$ cat src/hdl/pbc_pkg.sv
`timescale 1ns / 1ps
// ----------------------------------------------------------------------------
// pbc_pkg
// Shared types and codes of the power bisector polygon clipper.
// ----------------------------------------------------------------------------
package pbc_pkg;

  localparam int CFG_IDX_W = 3;

  typedef enum logic [CFG_IDX_W-1:0] {
    REG_SITE_X       = 3'd0,
    REG_SITE_Y       = 3'd1,
    REG_SITE_WEIGHT  = 3'd2,
    REG_OTHER_X      = 3'd3,
    REG_OTHER_Y      = 3'd4,
    REG_OTHER_WEIGHT = 3'd5
  } reg_index_t;

  typedef enum logic [2:0] {
    TERM_PX = 3'd0,
    TERM_PY = 3'd1,
    TERM_SX = 3'd2,
    TERM_SY = 3'd3,
    TERM_OX = 3'd4,
    TERM_OY = 3'd5
  } term_t;

  typedef enum logic [3:0] {
    ST_IDLE,
    ST_FB,
    ST_DECIDE,
    ST_FA,
    ST_CHECK_A,
    ST_LINIT,
    ST_MUL,
    ST_DIV,
    ST_RND,
    ST_EMIT_C,
    ST_EMIT_B
  } state_t;

  typedef struct packed {
    logic  load_in;
    logic  f_step;
    term_t term;
    logic  pt_a;
    logic  lerp_init;
    logic  coord;
    logic  mul_step;
    logic  div_step;
    logic  lerp_fin;
    logic  clamp_prev;
    logic  out_load;
    logic  out_sel_b;
    logic  out_last;
    logic  commit;
  } dp_cmd_t;

  typedef struct packed {
    logic b_in;
    logic a_in;
    logic prev_inside;
    logic prime;
    logic out_free;
  } dp_status_t;

endpackage

$ cat src/hdl/pbc_if.sv
`timescale 1ns / 1ps
// ----------------------------------------------------------------------------
// pbc_if
// Valid/ready channels for vertices, output vertices and register writes.
// ----------------------------------------------------------------------------
interface pbc_vtx_if #(parameter int FRAC = 16);
  logic            valid;
  logic            ready;
  logic [FRAC:0]   vertex_x;
  logic [FRAC:0]   vertex_y;
  logic            prime;
  modport source (output valid, vertex_x, vertex_y, prime, input ready);
  modport sink   (input valid, vertex_x, vertex_y, prime, output ready);
endinterface

interface pbc_res_if #(parameter int FRAC = 16);
  logic            valid;
  logic            ready;
  logic [FRAC:0]   out_x;
  logic [FRAC:0]   out_y;
  logic            last_of_run;
  modport source (output valid, out_x, out_y, last_of_run, input ready);
  modport sink   (input valid, out_x, out_y, last_of_run, output ready);
endinterface

interface pbc_cfg_if #(parameter int FRAC = 16);
  logic                          valid;
  logic                          ready;
  logic [pbc_pkg::CFG_IDX_W-1:0] reg_index;
  logic [FRAC+2:0]               data;
  modport source (output valid, reg_index, data, input ready);
  modport sink   (input valid, reg_index, data, output ready);
endinterface

$ cat src/hdl/power_bisector_polygon_clip.sv
`timescale 1ns / 1ps
// ----------------------------------------------------------------------------
// power_bisector_polygon_clip
// One Sutherland-Hodgman pass of a 2D polygon against a power bisector.
// ----------------------------------------------------------------------------
// Registers are written through cfg (index, data), always ready. The user
// must write them only while the block is idle; the block itself does not
// enforce it. Vertices enter on in_ch: first the closing vertex with prime
// set, then every vertex in order. Each vertex produces zero, one or two
// output vertices on out_ch; last_of_run marks the final one.
// A vertex is taken only in the idle state. The power test of one point is
// a multiply-accumulate over the terms PX, PY, SX, SY, OX and OY on a
// single multiplier. A vertex on the other side of the previous one adds a
// power test of the previous vertex. If that test no longer agrees with the
// stored flag, the crossing is at the previous vertex itself and it is
// output clamped; else a true crossing adds two interpolations (shift-add
// multiply, restoring divide, rounding).
// Results sit in an output register; a stalled receiver holds the block
// only when a further result must be loaded. Reset clears the registers,
// the previous vertex and its flag, and empties the output.
// ----------------------------------------------------------------------------
module power_bisector_polygon_clip #(
  parameter int COORD_FRAC_BITS = 16
) (
  input logic clk,
  input logic rst,
  pbc_vtx_if.sink   in_ch,
  pbc_res_if.source out_ch,
  pbc_cfg_if.sink   cfg
);
  pbc_pkg::dp_cmd_t    cmd;
  pbc_pkg::dp_status_t status;

  assign cfg.ready = 1'b1;

  pbc_ctrl #(.FRAC(COORD_FRAC_BITS)) u_ctrl (
    .clk      (clk),
    .rst      (rst),
    .in_valid (in_ch.valid),
    .in_ready (in_ch.ready),
    .cmd      (cmd),
    .status   (status)
  );

  pbc_datapath #(.FRAC(COORD_FRAC_BITS)) u_dp (
    .clk       (clk),
    .rst       (rst),
    .cmd       (cmd),
    .status    (status),
    .in_x      (in_ch.vertex_x),
    .in_y      (in_ch.vertex_y),
    .in_prime  (in_ch.prime),
    .cfg_we    (cfg.valid),
    .cfg_index (cfg.reg_index),
    .cfg_data  (cfg.data),
    .out_valid (out_ch.valid),
    .out_ready (out_ch.ready),
    .out_x     (out_ch.out_x),
    .out_y     (out_ch.out_y),
    .out_last  (out_ch.last_of_run)
  );

endmodule

$ cat src/hdl/pbc_datapath.sv
`timescale 1ns / 1ps
// ----------------------------------------------------------------------------
// pbc_datapath
// Registers, power test multiply-accumulate, shift-add multiplier, restoring
// divider and output register of the clipper.
// ----------------------------------------------------------------------------
module pbc_datapath #(
  parameter int FRAC = 16
) (
  input  logic                          clk,
  input  logic                          rst,
  input  pbc_pkg::dp_cmd_t              cmd,
  output pbc_pkg::dp_status_t           status,
  input  logic [FRAC:0]                 in_x,
  input  logic [FRAC:0]                 in_y,
  input  logic                          in_prime,
  input  logic                          cfg_we,
  input  logic [pbc_pkg::CFG_IDX_W-1:0] cfg_index,
  input  logic [FRAC+2:0]               cfg_data,
  output logic                          out_valid,
  input  logic                          out_ready,
  output logic [FRAC:0]                 out_x,
  output logic [FRAC:0]                 out_y,
  output logic                          out_last
);
  localparam int CW = FRAC + 1;
  localparam int WW = FRAC + 3;
  localparam int PW = 2 * CW + 2;
  localparam int FW = 2 * CW + 4;
  localparam int RW = FW + CW;
  localparam int QW = CW + 1;
  localparam logic [CW-1:0] ONE = CW'(1) << FRAC;

  logic [CW-1:0]        site_x, site_y, other_x, other_y;
  logic signed [WW-1:0] site_weight, other_weight;
  logic [CW-1:0]        prev_x, prev_y, bx, by, cx, cy, la;
  logic                 prev_inside, prime;
  logic signed [FW-1:0] acc, acc_next, fa, fb, wt, pext;
  logic signed [CW:0]   dx, dy, ma, mb;
  logic signed [PW-1:0] prod;
  logic signed [WW:0]   wdiff;
  logic [CW-1:0]        px, py;
  logic [FW-1:0]        naa, nab, den;
  logic [RW-1:0]        rem, nash, dsh;
  logic [CW-1:0]        dreg;
  logic                 up;
  logic [QW-1:0]        q, qr, sum;
  logic [CW-1:0]        lres, a_sel, b_sel;

  function automatic logic is_in(input logic signed [FW-1:0] f);
    return f[FW-1] || (f == '0);
  endfunction

  always_ff @(posedge clk) begin
    if (rst) begin
      site_x       <= '0;
      site_y       <= '0;
      other_x      <= '0;
      other_y      <= '0;
      site_weight  <= '0;
      other_weight <= '0;
    end else if (cfg_we) begin
      case (cfg_index)
        pbc_pkg::REG_SITE_X:       site_x       <= cfg_data[CW-1:0];
        pbc_pkg::REG_SITE_Y:       site_y       <= cfg_data[CW-1:0];
        pbc_pkg::REG_SITE_WEIGHT:  site_weight  <= $signed(cfg_data);
        pbc_pkg::REG_OTHER_X:      other_x      <= cfg_data[CW-1:0];
        pbc_pkg::REG_OTHER_Y:      other_y      <= cfg_data[CW-1:0];
        pbc_pkg::REG_OTHER_WEIGHT: other_weight <= $signed(cfg_data);
        default: ;
      endcase
    end
  end

  assign dx    = $signed({1'b0, other_x}) - $signed({1'b0, site_x});
  assign dy    = $signed({1'b0, other_y}) - $signed({1'b0, site_y});
  assign wdiff = {site_weight[WW-1], site_weight} - {other_weight[WW-1], other_weight};
  assign wt    = $signed({{(FW - WW - 1){wdiff[WW]}}, wdiff}) <<< FRAC;
  assign px    = cmd.pt_a ? prev_x : bx;
  assign py    = cmd.pt_a ? prev_y : by;

  always_comb begin
    ma = '0;
    mb = '0;
    case (cmd.term)
      pbc_pkg::TERM_PX: begin ma = $signed({1'b0, px}); mb = dx; end
      pbc_pkg::TERM_PY: begin ma = $signed({1'b0, py}); mb = dy; end
      pbc_pkg::TERM_SX: begin ma = $signed({1'b0, site_x}); mb = ma; end
      pbc_pkg::TERM_SY: begin ma = $signed({1'b0, site_y}); mb = ma; end
      pbc_pkg::TERM_OX: begin ma = $signed({1'b0, other_x}); mb = ma; end
      pbc_pkg::TERM_OY: begin ma = $signed({1'b0, other_y}); mb = ma; end
      default: ;
    endcase
  end

  assign prod = ma * mb;
  assign pext = $signed({{(FW - PW){prod[PW-1]}}, prod});

  always_comb begin
    case (cmd.term)
      pbc_pkg::TERM_PX: acc_next = (pext <<< 1) - wt;
      pbc_pkg::TERM_PY: acc_next = acc + (pext <<< 1);
      pbc_pkg::TERM_SX,
      pbc_pkg::TERM_SY: acc_next = acc + pext;
      pbc_pkg::TERM_OX,
      pbc_pkg::TERM_OY: acc_next = acc - pext;
      default:          acc_next = acc;
    endcase
  end

  assign naa   = fa[FW-1] ? FW'(-fa) : FW'(fa);
  assign nab   = fb[FW-1] ? FW'(-fb) : FW'(fb);
  assign a_sel = cmd.coord ? prev_y : prev_x;
  assign b_sel = cmd.coord ? by : bx;
  assign qr    = q + QW'(({rem, 1'b0} >= {{(RW - FW + 1){1'b0}}, den}) ? 1 : 0);
  assign sum   = up ? ({1'b0, la} + qr) : ({1'b0, la} - qr);
  assign lres  = (sum > {1'b0, ONE}) ? ONE : sum[CW-1:0];

  always_ff @(posedge clk) begin
    if (cmd.load_in) begin
      bx    <= in_x;
      by    <= in_y;
      prime <= in_prime;
    end
    if (cmd.f_step) begin
      acc <= acc_next;
      if (cmd.term == pbc_pkg::TERM_OY) begin
        if (cmd.pt_a) fa <= acc_next;
        else          fb <= acc_next;
      end
    end
    if (cmd.lerp_init) begin
      up   <= b_sel >= a_sel;
      dreg <= (b_sel >= a_sel) ? b_sel - a_sel : a_sel - b_sel;
      la   <= a_sel;
      den  <= naa + nab;
      rem  <= '0;
      nash <= RW'(naa);
      dsh  <= RW'(naa + nab) << CW;
      q    <= '0;
    end
    if (cmd.mul_step) begin
      if (dreg[0]) rem <= rem + nash;
      nash <= nash << 1;
      dreg <= dreg >> 1;
    end
    if (cmd.div_step) begin
      if (rem >= dsh) rem <= rem - dsh;
      q   <= {q[QW-2:0], rem >= dsh};
      dsh <= dsh >> 1;
    end
    if (cmd.lerp_fin) begin
      if (cmd.coord) cy <= lres;
      else           cx <= lres;
    end
    if (cmd.clamp_prev) begin
      cx <= (prev_x > ONE) ? ONE : prev_x;
      cy <= (prev_y > ONE) ? ONE : prev_y;
    end
    if (cmd.out_load) begin
      out_x    <= cmd.out_sel_b ? bx : cx;
      out_y    <= cmd.out_sel_b ? by : cy;
      out_last <= cmd.out_last;
    end
  end

  always_ff @(posedge clk) begin
    if (rst) begin
      prev_x      <= '0;
      prev_y      <= '0;
      prev_inside <= 1'b0;
      out_valid   <= 1'b0;
    end else begin
      if (cmd.commit) begin
        prev_x      <= bx;
        prev_y      <= by;
        prev_inside <= is_in(fb);
      end
      if (cmd.out_load)     out_valid <= 1'b1;
      else if (out_ready)   out_valid <= 1'b0;
    end
  end

  assign status.b_in        = is_in(fb);
  assign status.a_in        = is_in(fa);
  assign status.prev_inside = prev_inside;
  assign status.prime       = prime;
  assign status.out_free    = !out_valid || out_ready;

endmodule

$ cat src/hdl/pbc_ctrl.sv
`timescale 1ns / 1ps
// ----------------------------------------------------------------------------
// pbc_ctrl
// Sequencer of the clipper: power tests, interpolation and output order.
// ----------------------------------------------------------------------------
module pbc_ctrl #(
  parameter int FRAC = 16
) (
  input  logic                clk,
  input  logic                rst,
  input  logic                in_valid,
  output logic                in_ready,
  output pbc_pkg::dp_cmd_t    cmd,
  input  pbc_pkg::dp_status_t status
);
  localparam int CW    = FRAC + 1;
  localparam int CNT_W = $clog2(CW + 2);

  pbc_pkg::state_t state, state_next;
  logic [CNT_W-1:0] cnt, cnt_next;
  logic             coord, coord_next;

  always_ff @(posedge clk) begin
    if (rst) begin
      state <= pbc_pkg::ST_IDLE;
      cnt   <= '0;
      coord <= 1'b0;
    end else begin
      state <= state_next;
      cnt   <= cnt_next;
      coord <= coord_next;
    end
  end

  always_comb begin
    state_next = state;
    cnt_next   = cnt;
    coord_next = coord;
    case (state)
      pbc_pkg::ST_IDLE: begin
        if (in_valid) begin
          state_next = pbc_pkg::ST_FB;
          cnt_next   = '0;
        end
      end
      pbc_pkg::ST_FB, pbc_pkg::ST_FA: begin
        cnt_next = cnt + 1'b1;
        if (cnt == CNT_W'(pbc_pkg::TERM_OY)) begin
          state_next = (state == pbc_pkg::ST_FB) ? pbc_pkg::ST_DECIDE : pbc_pkg::ST_CHECK_A;
        end
      end
      pbc_pkg::ST_DECIDE: begin
        cnt_next = '0;
        if (status.prime)                            state_next = pbc_pkg::ST_IDLE;
        else if (status.b_in != status.prev_inside)  state_next = pbc_pkg::ST_FA;
        else if (status.b_in)                        state_next = pbc_pkg::ST_EMIT_B;
        else                                         state_next = pbc_pkg::ST_IDLE;
      end
      pbc_pkg::ST_CHECK_A: begin
        coord_next = 1'b0;
        state_next = (status.a_in == status.prev_inside) ? pbc_pkg::ST_LINIT
                                                         : pbc_pkg::ST_EMIT_C;
      end
      pbc_pkg::ST_LINIT: begin
        cnt_next   = '0;
        state_next = pbc_pkg::ST_MUL;
      end
      pbc_pkg::ST_MUL: begin
        cnt_next = cnt + 1'b1;
        if (cnt == CNT_W'(CW - 1)) begin
          cnt_next   = '0;
          state_next = pbc_pkg::ST_DIV;
        end
      end
      pbc_pkg::ST_DIV: begin
        cnt_next = cnt + 1'b1;
        if (cnt == CNT_W'(CW)) state_next = pbc_pkg::ST_RND;
      end
      pbc_pkg::ST_RND: begin
        coord_next = 1'b1;
        state_next = coord ? pbc_pkg::ST_EMIT_C : pbc_pkg::ST_LINIT;
      end
      pbc_pkg::ST_EMIT_C: begin
        if (status.out_free) begin
          state_next = status.b_in ? pbc_pkg::ST_EMIT_B : pbc_pkg::ST_IDLE;
        end
      end
      pbc_pkg::ST_EMIT_B: begin
        if (status.out_free) state_next = pbc_pkg::ST_IDLE;
      end
      default: state_next = pbc_pkg::ST_IDLE;
    endcase
  end

  always_comb begin
    cmd      = '0;
    in_ready = 1'b0;
    cmd.term = pbc_pkg::term_t'(cnt[2:0]);
    cmd.coord = coord;
    case (state)
      pbc_pkg::ST_IDLE: begin
        in_ready    = 1'b1;
        cmd.load_in = in_valid;
      end
      pbc_pkg::ST_FB: cmd.f_step = 1'b1;
      pbc_pkg::ST_FA: begin
        cmd.f_step = 1'b1;
        cmd.pt_a   = 1'b1;
      end
      pbc_pkg::ST_DECIDE: begin
        cmd.commit = status.prime ||
                     (status.b_in == status.prev_inside && !status.b_in);
      end
      pbc_pkg::ST_CHECK_A: cmd.clamp_prev = (status.a_in != status.prev_inside);
      pbc_pkg::ST_LINIT:   cmd.lerp_init = 1'b1;
      pbc_pkg::ST_MUL:     cmd.mul_step = 1'b1;
      pbc_pkg::ST_DIV:     cmd.div_step = 1'b1;
      pbc_pkg::ST_RND:     cmd.lerp_fin = 1'b1;
      pbc_pkg::ST_EMIT_C: begin
        cmd.out_load = status.out_free;
        cmd.out_last = !status.b_in;
        cmd.commit   = status.out_free && !status.b_in;
      end
      pbc_pkg::ST_EMIT_B: begin
        cmd.out_load  = status.out_free;
        cmd.out_sel_b = 1'b1;
        cmd.out_last  = 1'b1;
        cmd.commit    = status.out_free;
      end
      default: ;
    endcase
  end

  a_load_free: assert property (@(posedge clk) disable iff (rst)
    cmd.out_load |-> status.out_free) else $error("output loaded while occupied");
  a_commit_once: assert property (@(posedge clk) disable iff (rst)
    cmd.commit |=> state == pbc_pkg::ST_IDLE) else $error("commit not at end of item");
  a_no_overlap: assert property (@(posedge clk) disable iff (rst)
    !(cmd.load_in && cmd.commit)) else $error("load and commit together");
  a_prime_silent: assert property (@(posedge clk) disable iff (rst)
    (state == pbc_pkg::ST_DECIDE && status.prime) |=> state == pbc_pkg::ST_IDLE)
    else $error("primed vertex produced work");

endmodule

$ cat src/flat_wrapper.sv
// flat-port wrapper written by rule: the top's interface ports become plain ports
module power_bisector_polygon_clip_flat 
#(
  parameter int COORD_FRAC_BITS = 16
)
  (clk, rst, in_ch_valid, in_ch_vertex_x, in_ch_vertex_y, in_ch_prime, in_ch_ready, out_ch_valid, out_ch_out_x, out_ch_out_y, out_ch_last_of_run, out_ch_ready, cfg_valid, cfg_reg_index, cfg_data, cfg_ready);
  pbc_vtx_if #(.FRAC((16))) in_ch_i ();
  pbc_res_if #(.FRAC((16))) out_ch_i ();
  pbc_cfg_if #(.FRAC((16))) cfg_i ();
  input logic clk;
  input logic rst;
  input wire logic [$bits(in_ch_i.valid)-1:0] in_ch_valid;
  input wire logic [$bits(in_ch_i.vertex_x)-1:0] in_ch_vertex_x;
  input wire logic [$bits(in_ch_i.vertex_y)-1:0] in_ch_vertex_y;
  input wire logic [$bits(in_ch_i.prime)-1:0] in_ch_prime;
  output wire logic [$bits(in_ch_i.ready)-1:0] in_ch_ready;
  output wire logic [$bits(out_ch_i.valid)-1:0] out_ch_valid;
  output wire logic [$bits(out_ch_i.out_x)-1:0] out_ch_out_x;
  output wire logic [$bits(out_ch_i.out_y)-1:0] out_ch_out_y;
  output wire logic [$bits(out_ch_i.last_of_run)-1:0] out_ch_last_of_run;
  input wire logic [$bits(out_ch_i.ready)-1:0] out_ch_ready;
  input wire logic [$bits(cfg_i.valid)-1:0] cfg_valid;
  input wire logic [$bits(cfg_i.reg_index)-1:0] cfg_reg_index;
  input wire logic [$bits(cfg_i.data)-1:0] cfg_data;
  output wire logic [$bits(cfg_i.ready)-1:0] cfg_ready;
  assign in_ch_i.valid = in_ch_valid;
  assign in_ch_i.vertex_x = in_ch_vertex_x;
  assign in_ch_i.vertex_y = in_ch_vertex_y;
  assign in_ch_i.prime = in_ch_prime;
  assign in_ch_ready = in_ch_i.ready;
  assign out_ch_valid = out_ch_i.valid;
  assign out_ch_out_x = out_ch_i.out_x;
  assign out_ch_out_y = out_ch_i.out_y;
  assign out_ch_last_of_run = out_ch_i.last_of_run;
  assign out_ch_i.ready = out_ch_ready;
  assign cfg_i.valid = cfg_valid;
  assign cfg_i.reg_index = cfg_reg_index;
  assign cfg_i.data = cfg_data;
  assign cfg_ready = cfg_i.ready;
  power_bisector_polygon_clip #(.COORD_FRAC_BITS(COORD_FRAC_BITS)) u_core (.clk(clk), .rst(rst), .in_ch(in_ch_i), .out_ch(out_ch_i), .cfg(cfg_i));
endmodule
$ cat config.mk
export PLATFORM = sky130hd
export DESIGN_NAME = power_bisector_polygon_clip_flat
export DESIGN_NICKNAME = d
export VERILOG_FILES = /design/src/hdl/pbc_pkg.sv /design/src/hdl/pbc_if.sv /design/src/hdl/power_bisector_polygon_clip.sv /design/src/hdl/pbc_datapath.sv /design/src/hdl/pbc_ctrl.sv /design/src/flat_wrapper.sv
export SDC_FILE = /design/constraint.sdc
export NUM_CORES = 2
export LEC_CHECK = 0
export BUFFER_PORTS_ARGS = -buffer_cell sky130_fd_sc_hd__buf_2
export CORE_ASPECT_RATIO = 1.75
export CORE_MARGIN = 2
export CORE_UTILIZATION = 55
export DETAILED_ROUTE_END_ITERATION = 16
export GPL_TIMING_DRIVEN = 1
export PLACE_DENSITY = 0.68
export SYNTH_ARGS = -nofsm -noshare
export SYNTH_HDL_FRONTEND = slang
export SYNTH_HIERARCHICAL = 1
export SYNTH_SLANG_ARGS = --single-unit
$ cat constraint.sdc
create_clock -name clk -period 30.3 [get_ports clk]
set_input_delay 4.545 -clock clk [delete_from_list [all_inputs] [get_ports clk]]
set_output_delay 4.545 -clock clk [all_outputs]
set_load 0.02 [all_outputs]
Word level (Yosys, flattened, before mapping)
Index checks and enable logic that the tools add are counted.
- register bits: 626
- latch bits: 0
- RAM bits: 0
- bits in read-only memories: 0
- input bits: 62
- output and inout bits: 38
- memories: 0
- add/sub/neg operators: 19
- $mul: 1
- div/mod/pow operators: 0
- order comparisons: 6
- equality and inequality tests: 34
- shifts and indexed selects: 0
- muxes and demuxes: 68
- bitwise logic cells: 1
- reduce and logical (&&, ||, !) cells: 38
- operators by type and width (operator ; number):
    $mux W55 ; 7
    $mux W17 ; 16
    $pmux W38 S4 ; 1
    $mux W54 ; 2
    $pmux W18 S6 ; 1
    $pmux W17 S6 ; 1
    $add A38 B38 Y38 ; 2
    $logic_not A38 Y1 ; 2
    $mux W38 ; 2
    $neg A38 Y38 ; 2
    $ge A56 B38 Y1 ; 1
    $add A55 B55 Y55 ; 1
    $ge A55 B55 Y1 ; 1
    $sub A55 B55 Y55 ; 1
    $mux W18 ; 3
    $mux W4 ; 11
    $pmux W4 S10 ; 1
    $add A38 B36 Y38 ; 1
    $add A38 B37 Y38 ; 1
    $sub A37 B36 Y38 ; 1
    $sub A38 B36 Y38 ; 1
    $mul A18 B18 Y36 ; 1
    $sub A17 B17 Y18 ; 2
    $gt A17 B17 Y1 const B ; 2
    other kinds (41) ; 103

Depth between registers and ports, before layout
- depth in word-level cells: 10
- depth in mapped cells: 54
- mapped depth without buffers: 51

By module
Netlist, hierarchy kept.
- modules (own cells, without submodules) (module ; times used ; cells each ; area an instance (um^2) ; sequential area each (um^2)):
    pbc_datapath ; 1 ; 6380 ; 56525.5 ; 16495.8
    pbc_ctrl ; 1 ; 131 ; 985.9 ; 200.2
    power_bisector_polygon_clip ; 1 ; 2 ; 11.3 ; 0.0

Least setup slack after synthesis
Ideal clock, no wire load.
- path type: reg2reg
- from: reg u_core.u_ctrl.state[1]
- to: reg u_core.u_dp.acc[32], data pin
- library setup time: 274 ps
- data arrival time: 11396 ps
- required time: 30026 ps
- path slack: 18630 ps
- cell stages (with the launch flop): 43
- clock period less this slack: 11670 ps
- cells stage by stage: dfxtp_1 -> buf_2 -> buf_2 -> and3_1 -> clkbuf_1 -> buf_1 -> buf_1 -> mux2i_1 -> o221ai_1 -> clkbuf_1 -> clkbuf_1 -> nand2_1 -> fa_1 -> fa_1 -> inv_1 -> ha_1 -> ha_1 -> ha_1 -> [... 7 more ...] -> or3_1 -> or3_1 -> or4b_2 -> nor4_1 -> nand3_1 -> o21ai_0 -> xor2_1 -> ha_1 -> buf_2 -> and4_1 -> and4_1 -> nand3_1 -> or4_1 -> nand2_1 -> o21ai_0 -> a22oi_1 -> a21oi_1 -> a2111oi_0
- RTL lines (item ; line ; source):
    start, declared ; pbc_ctrl.sv:19 ; pbc_pkg::state_t state, state_next;
    start signal, assigned ; pbc_ctrl.sv:25 ; state <= pbc_pkg::ST_IDLE;
    start signal, assigned ; pbc_ctrl.sv:29 ; state <= state_next;
    end signal, assigned ; pbc_datapath.sv:126 ; acc <= acc_next;
    end, declared ; pbc_datapath.sv:38 ; logic signed [FW-1:0] acc, acc_next, fa, fb, wt, pext;

Final worst setup path
- from: reg u_core.u_ctrl.cnt[2]
- to: reg u_core.u_dp.fb[32], data pin
- cells in the longest elaborated chain, start to end: 5
- RTL lines (item ; line ; source):
    start, declared ; pbc_ctrl.sv:20 ; logic [CNT_W-1:0] cnt, cnt_next;
    start signal, assigned ; pbc_ctrl.sv:30 ; cnt <= cnt_next;
    $eq A3 B3 Y1 (tied with other cells) ; pbc_datapath.sv:85, pbc_datapath.sv:100 ;
    $pmux W17 S6 / $pmux W18 S6 (equally long branches) ; pbc_datapath.sv:85 ; case (cmd.term)
    $mul A18 B18 Y36 ; pbc_datapath.sv:96 ; assign prod = ma * mb;
    $sub A38 B36 Y38 (tied with other cells) ; pbc_datapath.sv:106 ; pbc_pkg::TERM_OY: acc_next = acc - pext;
    $pmux W38 S4 (*) ; pbc_datapath.sv:100 ; case (cmd.term)
    net u_core.u_dp.acc_next[32] ; pbc_datapath.sv:38 ;
    end signal, assigned ; pbc_datapath.sv:129 ; else fb <= acc_next;
    end, declared ; pbc_datapath.sv:38 ;
Mark *: on every way through the listed nets, which the timed path passes. The rest lies on a longest branch.
A chain may end at the register's enable or synchronous reset.

==> flow_metrics.tcl <==
set metrics [dict create \
    synth_ff_type "edfxtp_1" \
    setup_violations 0 \
    worst-path-buf-inv 5 \
    wl_met2_um 97730 \
    worst_path_largest_cell_delay_ns 1.06 \
    rsz0062_at_grt "no" \
    detail-route-antenna-nets 1 \
    die_w_um 248.5 \
    vias 48770 \
    drtIter0Drc 3151 \
    synth_fp_nets 7348 \
    clk_path_buf_depth 3 \
    met3_length_um 8060 \
    clock.fmax_mhz 72.10 \
    rows 157 \
    wire_per_inst_um 24.25 \
    wl_met1_um 65760 \
    cts_tree "built" \
    grt_pass1_wl_um 286400 \
    hold_path_class "register to register" \
    post_cts_resized 0 \
    pin_count 100 \
    path_common_cell "fa_1" \
    period_needed_ns 13.87 \
    violations "antenna rules" \
    root_buffer "clkbuf_16" \
    synth_cell_types 94 \
    status "complete, but fails checks" \
    ys_seq_area_frac 0.2903 \
    synthToLayoutAreaGrowth_pct 6.815 \
    grt_max_degree 96 \
    die_y_um 431.8 \
    max_slew_margin 0.04249 \
    syn_inst 6513 \
    coreArea_um2 104100 \
    cap_violations 0 \
    crit_required_ns 30.70 \
    clock_sinks 626 \
    cts-htree-levels 2 \
    final.setup.tns_ns 0 \
    drc_errors 0 \
    syn_area_per_cell_um2 8.832 \
    yosys_warnings 6 \
    wl_um 191100 \
    drive_gt1_frac 0.06987 \
    die_area_um2 107300 \
    ctsHoldBuffers 0 \
    synth_edf_count 416 \
    top_layer "met4" \
    grt_overflow_total 0 \
    numPortBuffers 98 \
    worstSkewPairLatency_ns 0.72 \
    endpoint_kind "register" \
    syn_area_um2 57520 \
    worst_pin_slew_ns 1.436 \
    avgViaCountPerCell 6.188 \
    yosys.area.top_type "edfxtp_1" \
    grt_pass1_vias 49260 \
    cp-start-kind "register" \
    ys_ff_latch 626 \
    drv_slew 0 \
    hpwl_um 153300 \
    dr.pass1.iters 7 \
    synth_top_area_share 0.2172 \
    antenna_found_initial 4 \
    finalHoldViolations 0 \
    finalCritPeriodShare 0.4577 \
    post-cts-setup-buffer-count 0 \
    synthTopCellsByArea "edfxtp_1 22%, ha_1 11%, fa_1 8.8%, dfxtp_1 7.3%, nand2_1 4.8%" \
    crit_family "adder cells" \
    critPathArrivalTime_ns 14.27 \
    critPathSlowestCell "nand2_1" \
    start_util 0.5525 \
    clk_pin_slew_ns 0.07 \
    numCtsBuffers 61 \
    async_flop_share 0 \
    gp_congestion 1.051 \
    nFillCells 9538 \
    crit_type "register to register" \
    cp_max_fo 19 \
    fin_skew_ns 0.05540 \
    grt_use_total 0.3486 \
    layout.nets 7310 \
]
-- final timing paths --
kind                            slack (ns)  cells past startpoint                                startpoint                                        to
worst max register to register       16.43                     37         u_core/u_ctrl/cnt[2]$_SDFFE_PP0P_              u_core/u_dp/fb[32]$_DFFE_PP_
worst min-delay path                  0.46                      2  u_core/u_dp/other_weight[4]$_SDFFE_PP0P_  u_core/u_dp/other_weight[4]$_SDFFE_PP0P_
worst min register to register        0.46                      2  u_core/u_dp/other_weight[4]$_SDFFE_PP0P_  u_core/u_dp/other_weight[4]$_SDFFE_PP0P_
worst max-delay path                 16.43                     37         u_core/u_ctrl/cnt[2]$_SDFFE_PP0P_              u_core/u_dp/fb[32]$_DFFE_PP_
-- flip-flops by register name, indices dropped and copies added, names as in the netlist, 18 cells and up --
register	flops
u_core/u_dp/acc	38
u_core/u_dp/den	38
u_core/u_dp/dsh	55
u_core/u_dp/fa	38
u_core/u_dp/fb	38
u_core/u_dp/nash	55
u_core/u_dp/other_weight	19
u_core/u_dp/q	18
u_core/u_dp/rem	55
u_core/u_dp/site_weight	19
-- per-layer routing --
layer	vias to the layer above	global-route usage
met3	668	0.03731
met5	-	0
li1	22930	-
met2	1536	0.6414
met4	0	0.3016
met1	23630	0.3482
-- cell families after synthesis --
group,share of synthesized area
adder cells (fa/ha/maj),0.2012
flip-flops,0.2903
buffers and inverters,0.06010
multiplexers,0.04076
XOR/XNOR,0.06480
AND/OR/NAND/NOR,0.1501
other,0.00006519
AO/OA/AOI/OAI,0.1927
-- stage by stage --
step / instance area (µm²) / hold slack, ns / util / std cells / worst slack, ns
2_1_floorplan: 57520 / 0.4363 / - / 6513 / 18.63
3_3_place_gp: 59320 / 0.4430 / 0.5698 / 7763 / 17.08
5_1_grt: 61430 / 0.4733 / 0.5900 / 7877 / 15.56
3_5_place_dp: 59320 / 0.4480 / 0.5698 / 7763 / 16.71
4_1_cts: 61430 / 0.4572 / 0.5900 / 7877 / 16.63
6_report: 61440 / 0.4562 / 0.5902 / 7882 / 16.43
-- final cells by class --
class | count | area, µm² | area share
flip-flops and latches | 626 | 16700 | 0.2719
diodes | 5 | 12.51 | 0.0002036
inverters | 626 | 2350 | 0.03824
clock inverters | 41 | 465.4 | 0.007575
multi-input cells | 4984 | 37500 | 0.6103
repair buffers | 176 | 1079 | 0.01755
well taps | 1351 | 1690 | 0.02751
clock buffers | 73 | 1644 | 0.02676
-- tightest hold or removal path, stage by stage, from the launching register on --
cell	delay [ns]
dfxtp_1	0.31
nand2_1	0.05
a21oi_1	0.05
-- synthesized netlist by cell type (all sizes together) (14+ instances only) --
library cell	number
nand2	735
inv	619
ha	521
a21oi	502
nor2	423
edfxtp	416
o21ai	338
xnor2	284
fa	252
clkbuf	237
dfxtp	210
a21o	176
mux2i	154
xor2	139
nand3	104
nor3	85
o21a	78
and2	77
a22o	72
nand2b	72
mux2	71
o211ai	62
nor2b	58
o31ai	58
a211oi	57
a31oi	57
and3	55
o21bai	52
or3	52
buf	40
nand4	40
nor4	36
or4	33
or2	32
a21boi	31
o22ai	20
a22oi	17
o41ai	16
a211o	14
a221o	14
-- cell usage in the layout, fill, tap and decap left out, types with 70 or more instances in the layout --
cell type | synthesis | final
buf_2 | 6 | 97
nand2_1 | 735 | 732
nor3_1 | 83 | 78
o21ai_0 | 328 | 326
buf_4 | 10 | 79
a22o_1 | 72 | 72
inv_1 | 619 | 619
a21o_1 | 176 | 176
ha_1 | 521 | 521
and2_1 | 77 | 75
xor2_1 | 139 | 139
mux2i_1 | 154 | 154
o21a_1 | 78 | 78
nand3_1 | 104 | 104
nand2b_1 | 71 | 71
edfxtp_1 | 416 | 416
xnor2_1 | 284 | 284
mux2_2 | 70 | 70
fa_1 | 252 | 252
dfxtp_1 | 210 | 206
nor2_1 | 423 | 419
a21oi_1 | 501 | 500
Power is not shown: default switching activity piles up to over one toggle a cycle in this logic, so the estimate is an artifact.
